### src/rtl/deqrev_pkg.sv
`default_nettype none
// ----------------------------------------------------------------------------
// deqrev_pkg
// shared sizes, operation codes and slot arithmetic for the reversible deque
// ----------------------------------------------------------------------------
package deqrev_pkg;

   localparam int unsigned DEPTH      = 16;
   localparam int unsigned DATA_WIDTH = 32;

   localparam int unsigned PTR_W = (DEPTH > 1) ? $clog2(DEPTH) : 1;
   localparam int unsigned CNT_W = $clog2(DEPTH + 1);
   localparam int unsigned SUM_W = CNT_W + 1;

   // beat field widths
   localparam int unsigned MODE_W      = 3;
   localparam int unsigned VALUE_W     = 32;
   localparam int unsigned COUNT_W     = 5;
   localparam int unsigned REQ_TDATA_W = ((VALUE_W + 7) / 8) * 8;
   localparam int unsigned RSP_TDATA_W = ((VALUE_W + COUNT_W + 7) / 8) * 8;

   typedef enum logic [MODE_W-1:0] {
      OP_PUSH_FRONT = 3'd0,
      OP_PUSH_BACK  = 3'd1,
      OP_POP_FRONT  = 3'd2,
      OP_POP_BACK   = 3'd3,
      OP_REVERSE    = 3'd4
   } op_type;

   typedef enum logic {
      ST_IDLE,
      ST_POP
   } state_type;

   // (base + off) modulo DEPTH, off never above DEPTH
   function automatic logic [PTR_W-1:0] slot_add(input logic [PTR_W-1:0] base,
                                                 input logic [CNT_W-1:0] off);
      logic [SUM_W-1:0] sum;
      sum = SUM_W'(base) + SUM_W'(off);
      if (sum >= SUM_W'(DEPTH)) begin
         sum = sum - SUM_W'(DEPTH);
      end
      return sum[PTR_W-1:0];
   endfunction

endpackage
`default_nettype wire

### src/rtl/deqrev_ram.sv
`default_nettype none
// ----------------------------------------------------------------------------
// deqrev_ram
// generic single-clock ram, one write port, one read port, registered read
// ----------------------------------------------------------------------------
module deqrev_ram #(
   parameter int unsigned WIDTH = 32,
   parameter int unsigned DEPTH = 16
) (
   input  wire logic                                    clock,
   input  wire logic                                    wr_en,
   input  wire logic [((DEPTH > 1) ? $clog2(DEPTH) : 1)-1:0] wr_addr,
   input  wire logic [WIDTH-1:0]                        wr_data,
   input  wire logic                                    rd_en,
   input  wire logic [((DEPTH > 1) ? $clog2(DEPTH) : 1)-1:0] rd_addr,
   output logic      [WIDTH-1:0]                        rd_data
);

   logic [WIDTH-1:0] mem_ff [DEPTH];
   logic [WIDTH-1:0] rd_data_ff;

   always_ff @(posedge clock) begin
      if (wr_en) begin
         mem_ff[wr_addr] <= wr_data;
      end
      if (rd_en) begin
         rd_data_ff <= mem_ff[rd_addr];
      end
   end

   assign rd_data = rd_data_ff;

endmodule
`default_nettype wire

### src/rtl/double_ended_queue_with_reverse.sv
`default_nettype none
// ----------------------------------------------------------------------------
// double_ended_queue_with_reverse
// bounded double-ended queue of data words with constant-time order reversal
// ----------------------------------------------------------------------------
// Each request beat carries one operation (push front, push back, pop front,
// pop back, reverse) and yields exactly one response beat with the popped
// word, an ok flag and the entry count after the operation. Words live in a
// circular ram; reverse only toggles a direction flag. Pushes, reverses,
// refused operations and pops on an empty queue load the response register
// on acceptance; a successful pop first goes through the pop wait state for
// the registered ram read. One operation is in flight at a time; a new
// request is taken once the response register is empty or is being drained
// in the same cycle. No clearing pass follows reset.
// ----------------------------------------------------------------------------
module double_ended_queue_with_reverse (
   input  wire logic                                 clock,
   input  wire logic                                 reset,
   input  wire logic                                 req_tvalid,
   output logic                                      req_tready,
   input  wire logic [deqrev_pkg::REQ_TDATA_W-1:0]   req_tdata,  // push_value
   input  wire logic [deqrev_pkg::MODE_W-1:0]        req_tuser,  // mode
   output logic                                      rsp_tvalid,
   input  wire logic                                 rsp_tready,
   output logic      [deqrev_pkg::RSP_TDATA_W-1:0]   rsp_tdata,  // popped_value, entry_count
   output logic                                      rsp_tuser   // ok
);

   localparam int unsigned PTR_W = deqrev_pkg::PTR_W;
   localparam int unsigned CNT_W = deqrev_pkg::CNT_W;
   localparam int unsigned DW    = deqrev_pkg::DATA_WIDTH;
   localparam int unsigned VW    = deqrev_pkg::VALUE_W;
   localparam int unsigned CW    = deqrev_pkg::COUNT_W;

   deqrev_pkg::state_type state_ff, state_in;

   logic [PTR_W-1:0] front_ff, front_in;
   logic [CNT_W-1:0] count_ff, count_in;
   logic             rev_ff, rev_in;

   logic             rsp_valid_ff, rsp_valid_in;
   logic [VW-1:0]    rsp_value_ff, rsp_value_in;
   logic             rsp_ok_ff, rsp_ok_in;
   logic [CW-1:0]    rsp_count_ff, rsp_count_in;

   logic             req_accept;
   logic             pop_start;
   logic             op_ok;
   logic             at_low;
   logic             is_full;
   logic             is_empty;
   deqrev_pkg::op_type op;

   logic             wr_en;
   logic [PTR_W-1:0] wr_addr;
   logic             rd_en;
   logic [PTR_W-1:0] rd_addr;
   logic [DW-1:0]    rd_data;

   deqrev_ram #(
      .WIDTH (DW),
      .DEPTH (deqrev_pkg::DEPTH)
   ) u_store (
      .clock   (clock),
      .wr_en   (wr_en),
      .wr_addr (wr_addr),
      .wr_data (DW'(req_tdata[VW-1:0])),
      .rd_en   (rd_en),
      .rd_addr (rd_addr),
      .rd_data (rd_data)
   );

   // fsm next state
   always_comb begin
      state_in = state_ff;
      unique case (state_ff)
         deqrev_pkg::ST_IDLE: begin
            if (pop_start) begin
               state_in = deqrev_pkg::ST_POP;
            end
         end
         deqrev_pkg::ST_POP: begin
            state_in = deqrev_pkg::ST_IDLE;
         end
         default: begin
            state_in = deqrev_pkg::ST_IDLE;
         end
      endcase
   end

   // fsm outputs
   always_comb begin
      req_tready = 1'b0;
      unique case (state_ff)
         deqrev_pkg::ST_IDLE: req_tready = !rsp_valid_ff || rsp_tready;
         deqrev_pkg::ST_POP:  req_tready = 1'b0;
         default:             req_tready = 1'b0;
      endcase
   end

   assign req_accept = req_tvalid && req_tready;
   assign op         = deqrev_pkg::op_type'(req_tuser);
   assign is_full    = (count_ff == CNT_W'(deqrev_pkg::DEPTH));
   assign is_empty   = (count_ff == '0);

   // operation decode, pointer update and ram access
   always_comb begin
      front_in  = front_ff;
      count_in  = count_ff;
      rev_in    = rev_ff;
      op_ok     = 1'b0;
      pop_start = 1'b0;
      at_low    = 1'b0;
      wr_en     = 1'b0;
      wr_addr   = front_ff;
      rd_en     = 1'b0;
      rd_addr   = front_ff;
      if (req_accept) begin
         unique case (op)
            deqrev_pkg::OP_PUSH_FRONT, deqrev_pkg::OP_PUSH_BACK: begin
               at_low = (op == deqrev_pkg::OP_PUSH_FRONT) ^ rev_ff;
               if (!is_full) begin
                  op_ok    = 1'b1;
                  wr_en    = 1'b1;
                  count_in = count_ff + CNT_W'(1);
                  if (at_low) begin
                     wr_addr  = deqrev_pkg::slot_add(front_ff,
                                                     CNT_W'(deqrev_pkg::DEPTH - 1));
                     front_in = wr_addr;
                  end else begin
                     wr_addr = deqrev_pkg::slot_add(front_ff, count_ff);
                  end
               end
            end
            deqrev_pkg::OP_POP_FRONT, deqrev_pkg::OP_POP_BACK: begin
               at_low = (op == deqrev_pkg::OP_POP_FRONT) ^ rev_ff;
               if (!is_empty) begin
                  op_ok     = 1'b1;
                  pop_start = 1'b1;
                  rd_en     = 1'b1;
                  count_in  = count_ff - CNT_W'(1);
                  if (at_low) begin
                     rd_addr  = front_ff;
                     front_in = deqrev_pkg::slot_add(front_ff, CNT_W'(1));
                  end else begin
                     rd_addr = deqrev_pkg::slot_add(front_ff, count_ff - CNT_W'(1));
                  end
               end
            end
            deqrev_pkg::OP_REVERSE: begin
               op_ok  = 1'b1;
               rev_in = !rev_ff;
            end
            default: begin
               op_ok = 1'b0;
            end
         endcase
      end
   end

   // response register
   always_comb begin
      rsp_valid_in = rsp_valid_ff;
      rsp_value_in = rsp_value_ff;
      rsp_ok_in    = rsp_ok_ff;
      rsp_count_in = rsp_count_ff;
      if (rsp_valid_ff && rsp_tready) begin
         rsp_valid_in = 1'b0;
      end
      if (state_ff == deqrev_pkg::ST_POP) begin
         rsp_valid_in = 1'b1;
         rsp_value_in = VW'(rd_data);
         rsp_ok_in    = 1'b1;
         rsp_count_in = CW'(count_ff);
      end else if (req_accept && !pop_start) begin
         rsp_valid_in = 1'b1;
         rsp_value_in = '0;
         rsp_ok_in    = op_ok;
         rsp_count_in = CW'(count_in);
      end
   end

   always_ff @(posedge clock) begin
      if (reset) begin
         state_ff     <= deqrev_pkg::ST_IDLE;
         front_ff     <= '0;
         count_ff     <= '0;
         rev_ff       <= 1'b0;
         rsp_valid_ff <= 1'b0;
      end else begin
         state_ff     <= state_in;
         front_ff     <= front_in;
         count_ff     <= count_in;
         rev_ff       <= rev_in;
         rsp_valid_ff <= rsp_valid_in;
      end
   end

   always_ff @(posedge clock) begin
      rsp_value_ff <= rsp_value_in;
      rsp_ok_ff    <= rsp_ok_in;
      rsp_count_ff <= rsp_count_in;
   end

   assign rsp_tvalid = rsp_valid_ff;
   assign rsp_tuser  = rsp_ok_ff;
   assign rsp_tdata  = deqrev_pkg::RSP_TDATA_W'({rsp_count_ff, rsp_value_ff});

   // pop wait state only after an accepted pop
   a_pop_follows_accept: assert property (@(posedge clock) disable iff (reset)
      state_ff == deqrev_pkg::ST_POP |-> $past(req_accept) && $past(pop_start))
      else $error("pop wait state without an accepted pop");

   // occupancy bounded by store depth
   a_count_bound: assert property (@(posedge clock) disable iff (reset)
      count_ff <= CNT_W'(deqrev_pkg::DEPTH))
      else $error("entry count exceeds depth");

   // a refused operation carries no word
   a_fail_zero: assert property (@(posedge clock) disable iff (reset)
      rsp_valid_ff && !rsp_ok_ff |-> rsp_value_ff == '0)
      else $error("refused operation returned a word");

   // reverse toggles the direction flag
   a_reverse_toggles: assert property (@(posedge clock) disable iff (reset)
      req_accept && op == deqrev_pkg::OP_REVERSE |=> rev_ff != $past(rev_ff))
      else $error("reverse did not toggle direction");

endmodule
`default_nettype wire
### config.mk
export PLATFORM = sky130hd
export DESIGN_NAME = double_ended_queue_with_reverse
export DESIGN_NICKNAME = d
export VERILOG_FILES = /design/src/rtl/deqrev_pkg.sv /design/src/rtl/deqrev_ram.sv /design/src/rtl/double_ended_queue_with_reverse.sv
export SDC_FILE = /design/constraint.sdc
export NUM_CORES = 1
export LEC_CHECK = 0
export ABC_AREA = 1
export BUFFER_PORTS_ARGS = -buffer_cell sky130_fd_sc_hd__buf_2
export CELL_PAD_IN_SITES_DETAIL_PLACEMENT = 0
export CELL_PAD_IN_SITES_GLOBAL_PLACEMENT = 2
export CORE_MARGIN = 2
export CORE_UTILIZATION = 42
export CTS_CLUSTER_SIZE = 10
export DETAILED_ROUTE_END_ITERATION = 12
export PLACE_DENSITY_LB_ADDON = 0.1
export SLEW_MARGIN = 20
export SYNTH_ARGS = -nofsm -noshare
export SYNTH_HDL_FRONTEND = slang
export SYNTH_SLANG_ARGS = --single-unit
export TNS_END_PERCENT = 10
### constraint.sdc
create_clock -name clock -period 4.65 [get_ports clock]
set_input_delay 0.465 -clock clock [delete_from_list [all_inputs] [get_ports clock]]
set_output_delay 0.465 -clock clock [all_outputs]
set_load 0.05 [all_outputs]
## Yosys cells after proc, flatten, opt, wreduce, memory -nomap -nowiden

Memory sizes are Yosys's and may differ from the RTL's. A register that Yosys moved wholly into a read port is not among the register bits.
Index checks and enable logic that the tools add are counted.

- Register bits after elaboration: 50
- Memory bits (writable): 512
- Input bits: 39
- Output and inout bits: 43
- Logic and storage cells: 92
- Memories: 1

Memories:

| name | depth | bits a word | rd ports | clocked after memory_dff | wr ports | line | text |
|---|---|---|---|---|---|---|---|
| u_store.mem_ff | 16 | 32 | 1 | 1 | 1 | deqrev_ram.sv:19 | `logic [WIDTH-1:0] mem_ff [DEPTH];` |

- $add $sub $neg: 10
- Order comparisons: 4
- Eq/ne operators: 9
- Mux-type cells: 41
- Bitwise logic cells: 3
- Reductions and logical operators: 16

Operator list:

| kind | number |
|---|---|
| two-way mux 32 bit | 2 |
| two-way mux 4 bit | 16 |
| two-way mux 5 bit | 5 |
| subtractor 4 x 1 -> 4 bit, second input constant | 4 |
| two-way mux 1 bit | 13 |
| adder 4 x 5 -> 6 bit | 2 |
| >= comparator 6 x 5 -> 1 bit, second input constant | 2 |
| >= comparator 5 bit, second input constant | 2 |
| one-hot mux 5 bit (2 select lines) | 1 |
| != test 2 bit, second input constant | 4 |
| one-hot mux 4 bit (2 select lines) | 1 |
| == test 3 x 2 -> 1 bit, second input constant | 2 |
| AND reduction 6 bit | 1 |
| adder 4 x 1 -> 5 bit, second input constant | 1 |
| adder 4 x 4 -> 5 bit, second input constant | 1 |
| adder 5 x 1 -> 5 bit, second input constant | 1 |
| == test 5 bit, second input constant | 1 |
| logical NOT 5 bit | 1 |
| subtractor 5 x 1 -> 5 bit, second input constant | 1 |
| one-hot mux 1 bit (2 select lines) | 2 |
| nonzero test 2 bit | 2 |
| OR reduction 2 bit | 2 |
| == test 3 x 1 -> 1 bit, second input constant | 1 |
| == test 3 bit, second input constant | 1 |
| other kinds (9) | 14 |

## Longest topological paths before layout

- Depth after elaboration: 9
- Depth in mapped cells: 15
- Depth with buffers taken out: 13

## Modules after synthesis

Synthesis repeated with hierarchy kept, for this count alone.

- Cell total of the unflattened synthesis: 2433
- Area, all modules: 25725.9 um^2

By module, submodules not included:

| module | times used | cells each | area an instance (um^2) | sequential area each (um^2) |
|---|---|---|---|---|
| deqrev_ram | 1 | 2120 | 23050.9 | 16335.7 |
| double_ended_queue_with_reverse | 1 | 313 | 2675.1 | 1371.3 |

## Worst setup path before layout

OpenSTA, ideal clock, no wires.

- Kind: flip-flop to flip-flop
- From: reg count_ff[1]
- To: mem u_store.mem_ff[2][0] (enable)
- Library setup time: 0.421 ns
- Data arrival time: 3.164 ns
- Required time: 4.229 ns
- Slack: 1.065 ns
- Cell stages (with the launch flop): 11
- Path buffers: 0
- Clock period less this slack: 3.585 ns
- Path through: dfxtp_1 -> inv_1 -> ha_1 -> nor3b_1 -> nand2_1 -> nand2_1 -> nor2_1 -> o211ai_1 -> o21ai_0 -> nand3_1 -> nor2_1

- Cells in the longest elaborated chain, start to end: 7
- Elaborated cells between the ends (all ways): 14
- Those cells by class: 2 x add/sub; 1 x order compare; 1 x eq/ne; 10 x mux

Ends and longest elaborated chain:

| item | line | text |
|---|---|---|
| start: declaration | double_ended_queue_with_reverse.sv:38 | `logic [CNT_W-1:0] count_ff, count_in;` |
| start signal: assignment | double_ended_queue_with_reverse.sv:193 | `count_ff <= count_in;` |
| adder 4 x 5 -> 6 bit | deqrev_pkg.sv:39 | `sum = SUM_W'(base) + SUM_W'(off);` |
| >= comparator 6 x 5 -> 1 bit / subtractor 4 x 1 -> 4 bit (equally long branches) | deqrev_pkg.sv:40, deqrev_pkg.sv:41 |  |
| two-way mux 4 bit | deqrev_pkg.sv:40 | `if (sum >= SUM_W'(DEPTH)) begin` |
| two-way mux 4 bit | double_ended_queue_with_reverse.sv:126 | `if (at_low) begin` |
| two-way mux 4 bit | double_ended_queue_with_reverse.sv:122 | `if (!is_full) begin` |
| two-way mux 4 bit | double_ended_queue_with_reverse.sv:119 | `unique case (op)` |
| two-way mux 4 bit | double_ended_queue_with_reverse.sv:118 | `if (req_accept) begin` |
| end: declaration | deqrev_ram.sv:19 |  |

Parallel ways exist; a longest one is shown, timed or not.

## Worst setup path in the final report

- From: reg count_ff[0]
- To: mem u_store.mem_ff[4][7] (enable)

The elaborated chain is that of the path after synthesis.

==> results.toml <==
[run_status]
status = "finished, final reports clean"

[sta]
drv_slew = 0
hold_viol_final = 0
fin_worst_skew_ns = 0.0164
slew_headroom = 0.331
postLayoutSetupSlackWorst_ns = 1.16
hold-worst-slack_ns = 0.217
tns_ns = 0
fmax_ghz = 0.287
rsz0062_at_grt = "false"
finalCriticalPeriod_ns = 3.49
setup-violations-final = 0
timing.final.crit_share = 0.750
worst_pin_slew_ns = 1.00

[finish]
nets = 2515
fillers = 5557
seq_area_um2 = 17700
drive_above_1_share = 0.0958
finalNonFillerCells = 3274
syn_to_final_growth_pct = 12.8
multi_input_area_um2 = 6040
insertedDiodeCount = 0

[routing]
drtPass1Iterations = 7
drt_iter0_drc = 1078
wl_um = 68200
num_vias = 16600
drtAntennaViolNets = 0
drc = 0
routedWlPerCell_um = 20.8
via_per_inst = 5.08

[global_routing]
grt_max_degree = 168
track_usage = 0.217
antenna_found_initial = 2
grt_pass1_wl_um = 103000
grt_pass1_vias = 16200
grt-ovfl-total = 0

[floorplanning]
placementRows = 91
die_area_um2 = 63800
initial_core_util = 0.423
io_pins = 82
die_h_um = 253
core_area_um2 = 61400
die_w_um = 253

[flow_run]
cap_violations = 0

[clock_tree]
ctsHoldBuffers = 0
cts_buffers = 71
clock_path_buffers = 3
cts_tree = "done"
cts_setup_buffers = 0
ctsResizeCount = 0
clk_pin_slew_ns = 0.05
clk-insertion-delay-late_ns = 0.59
root_buffer = "clkbuf_16"
clock-sinks = 594
htreeDepth = 3

[setup_path]
r2r_start = "count_ff[0]"
cp-end-kind = "flip-flop"
cp.required_ns = 4.93
critPathLaunchType = "flip-flop"
cp_max_fo = 17
criticalPathCategory = "reg2reg"
critPathArrivalTime_ns = 3.77
crit_end = "u_store.mem_ff[4][7]"
ff2ff_path_depth = 11
startpoint = "count_ff[0]"
r2r-end = "u_store.mem_ff[4][7]"
reg2reg_slack_ns = 1.16

[yosys]
yosys_warnings = 0
ys_seq_area_frac = 0.682
synthCells = 2390
ys_async_sr_fraction = 0
synth.area.top_cells = "edfxtp_1 (67%), nand3_1 (10%), inv_1 (6.9%)"
syn_area_per_cell_um2 = 10.9
synth.top_cell.area_share = 0.672
synth.distinct_cells = 34
synth_area_leader_cell = "edfxtp_1"
ys_ff_latch = 594
synth_area_um2 = 26000
ys_dominant_reg_cell = "edfxtp_1"
synth_edf_count = 581

[pwr]
power.share.sequential = 0.519
cellPowerDensity_nw_per_um2 = 393
max-vdd-ir-drop_mv = 0.252
intPower_mw = 8.88
p_comb_frac = 0.069
p_leak_nw = 12.1
p_total_mw = 11.5
sw_frac_of_total = 0.228
p_clk_frac = 0.412
switchingPower_mw = 2.62

[placement]
dp.cells = 3181
hpwl_um = 35400
numPortBuffers = 78
place_congestion = 0.776
dp_slack_ns = 1.14

[worst_hold_path]
hp-class = "in2reg"
-- metrics by stage --
step           cell area, µm²   util
6_report                29300  0.477
5_1_grt                 29300  0.477
4_1_cts                 29300  0.477
3_5_place_dp            27400  0.447
3_3_place_gp            27400  0.447
2_1_floorplan           26000      -
-- worst min-delay path by stage --
stage	from	slack, ns	cells past startpoint	endpoint
finish	reset	0.22	2	count_ff[3]
floorplan	rev_ff	0.48	2	rev_ff
CTS	reset	0.19	2	count_ff[3]
detailed placement	u_store.rd_data[24]	0.49	2	rsp_value_ff[24]
global placement	u_store.rd_data[23]	0.49	2	rsp_value_ff[23]
global route	reset	0.22	2	count_ff[3]
-- power by group through the flow --
| stage | combinational, mW | clock [mW] | sequential [mW] |
|---|---|---|---|
| final | 0.796 | 4.74 | 5.97 |
| after global routing | 0.878 | 5.07 | 5.97 |
| after CTS | 0.810 | 4.87 | 5.97 |
| after detailed placement | 0.808 | 0 | 6.08 |
| after global placement | 0.805 | 0 | 6.08 |
| after floorplan | 0.414 | 0 | 6.17 |
-- critical path, cell delays in order, from the launching register on --
cell	delay, ns
dfxtp_1	0.39
inv_1	0.12
ha_1	0.25
nor3b_1	0.16
nand2_1	0.08
nand2_1	0.09
nor2_1	0.47
o211ai_1	0.18
o21ai_0	0.19
nand2_1	0.31
nor2_4	0.66
buf_12	0.28
-- state kept, by name, indices dropped and copies added, names as in the netlist --
register	count
count_ff	5
front_ff	4
rev_ff	1
rsp_count_ff	5
rsp_tuser	1
rsp_tvalid	1
rsp_value_ff	32
state_ff	1
u_store.mem_ff	512
u_store.rd_data	32
-- cells in the mapped netlist, types with 2 or more instances --
cell      number
nor2_1        27
nand2_4        2
ha_1          10
fa_1           2
nand3_1      529
nand3_2        3
o32ai_1        2
dfxtp_1       13
xor2_1        10
o21ai_0       15
a21oi_1       12
clkbuf_1      31
buf_2         76
edfxtp_1     581
o211ai_1       3
nand3b_1      96
buf_6          2
inv_1        478
nand2_1      452
xnor2_1        5
inv_2          5
buf_4          8
buf_1         10
nor3_1         5
nand2_2        4
-- cell families after synthesis --
family / count (synthesis) / share of synthesized area
simple gates: 1123 / 0.205
flops: 594 / 0.682
other cells: 1 / 0.000145
buf+inv: 610 / 0.0936
xor+xnor: 15 / 0.00506
fa+ha+maj: 12 / 0.00636
compound gates: 35 / 0.00747
-- layer usage --
metal / global-route usage / vias to the layer above / part of all wire
li1: - / 8038 / -
met3: 0.0323 / 96 / 0.042
met4: 0.0585 / 4 / 0.020
met2: 0.359 / 326 / 0.48
met5: 0 / - / 0.00037
met1: 0.299 / 8165 / 0.46
-- layout by cell type, fill, tap and decap left out, drive strengths merged, types with 10 or more instances in the layout --
| master | count |
|---|---|
| a21oi | 12 |
| buf | 126 |
| clkbuf | 87 |
| dfxtp | 13 |
| edfxtp | 581 |
| ha | 10 |
| inv | 484 |
| nand2 | 458 |
| nand3 | 532 |
| nand3b | 96 |
| nor2 | 30 |
| o21ai | 16 |
| xor2 | 10 |
-- area by class of cell --
cell class | count | area share
repair buffers | 126 | 0.0291
flip-flops and latches | 594 | 0.605
multi-input cells | 1188 | 0.206
inverters | 483 | 0.0620
clock buffers | 87 | 0.0627
clock inverters | 6 | 0.000983
well taps | 790 | 0.0338
Power figures use the tool's default switching activity.
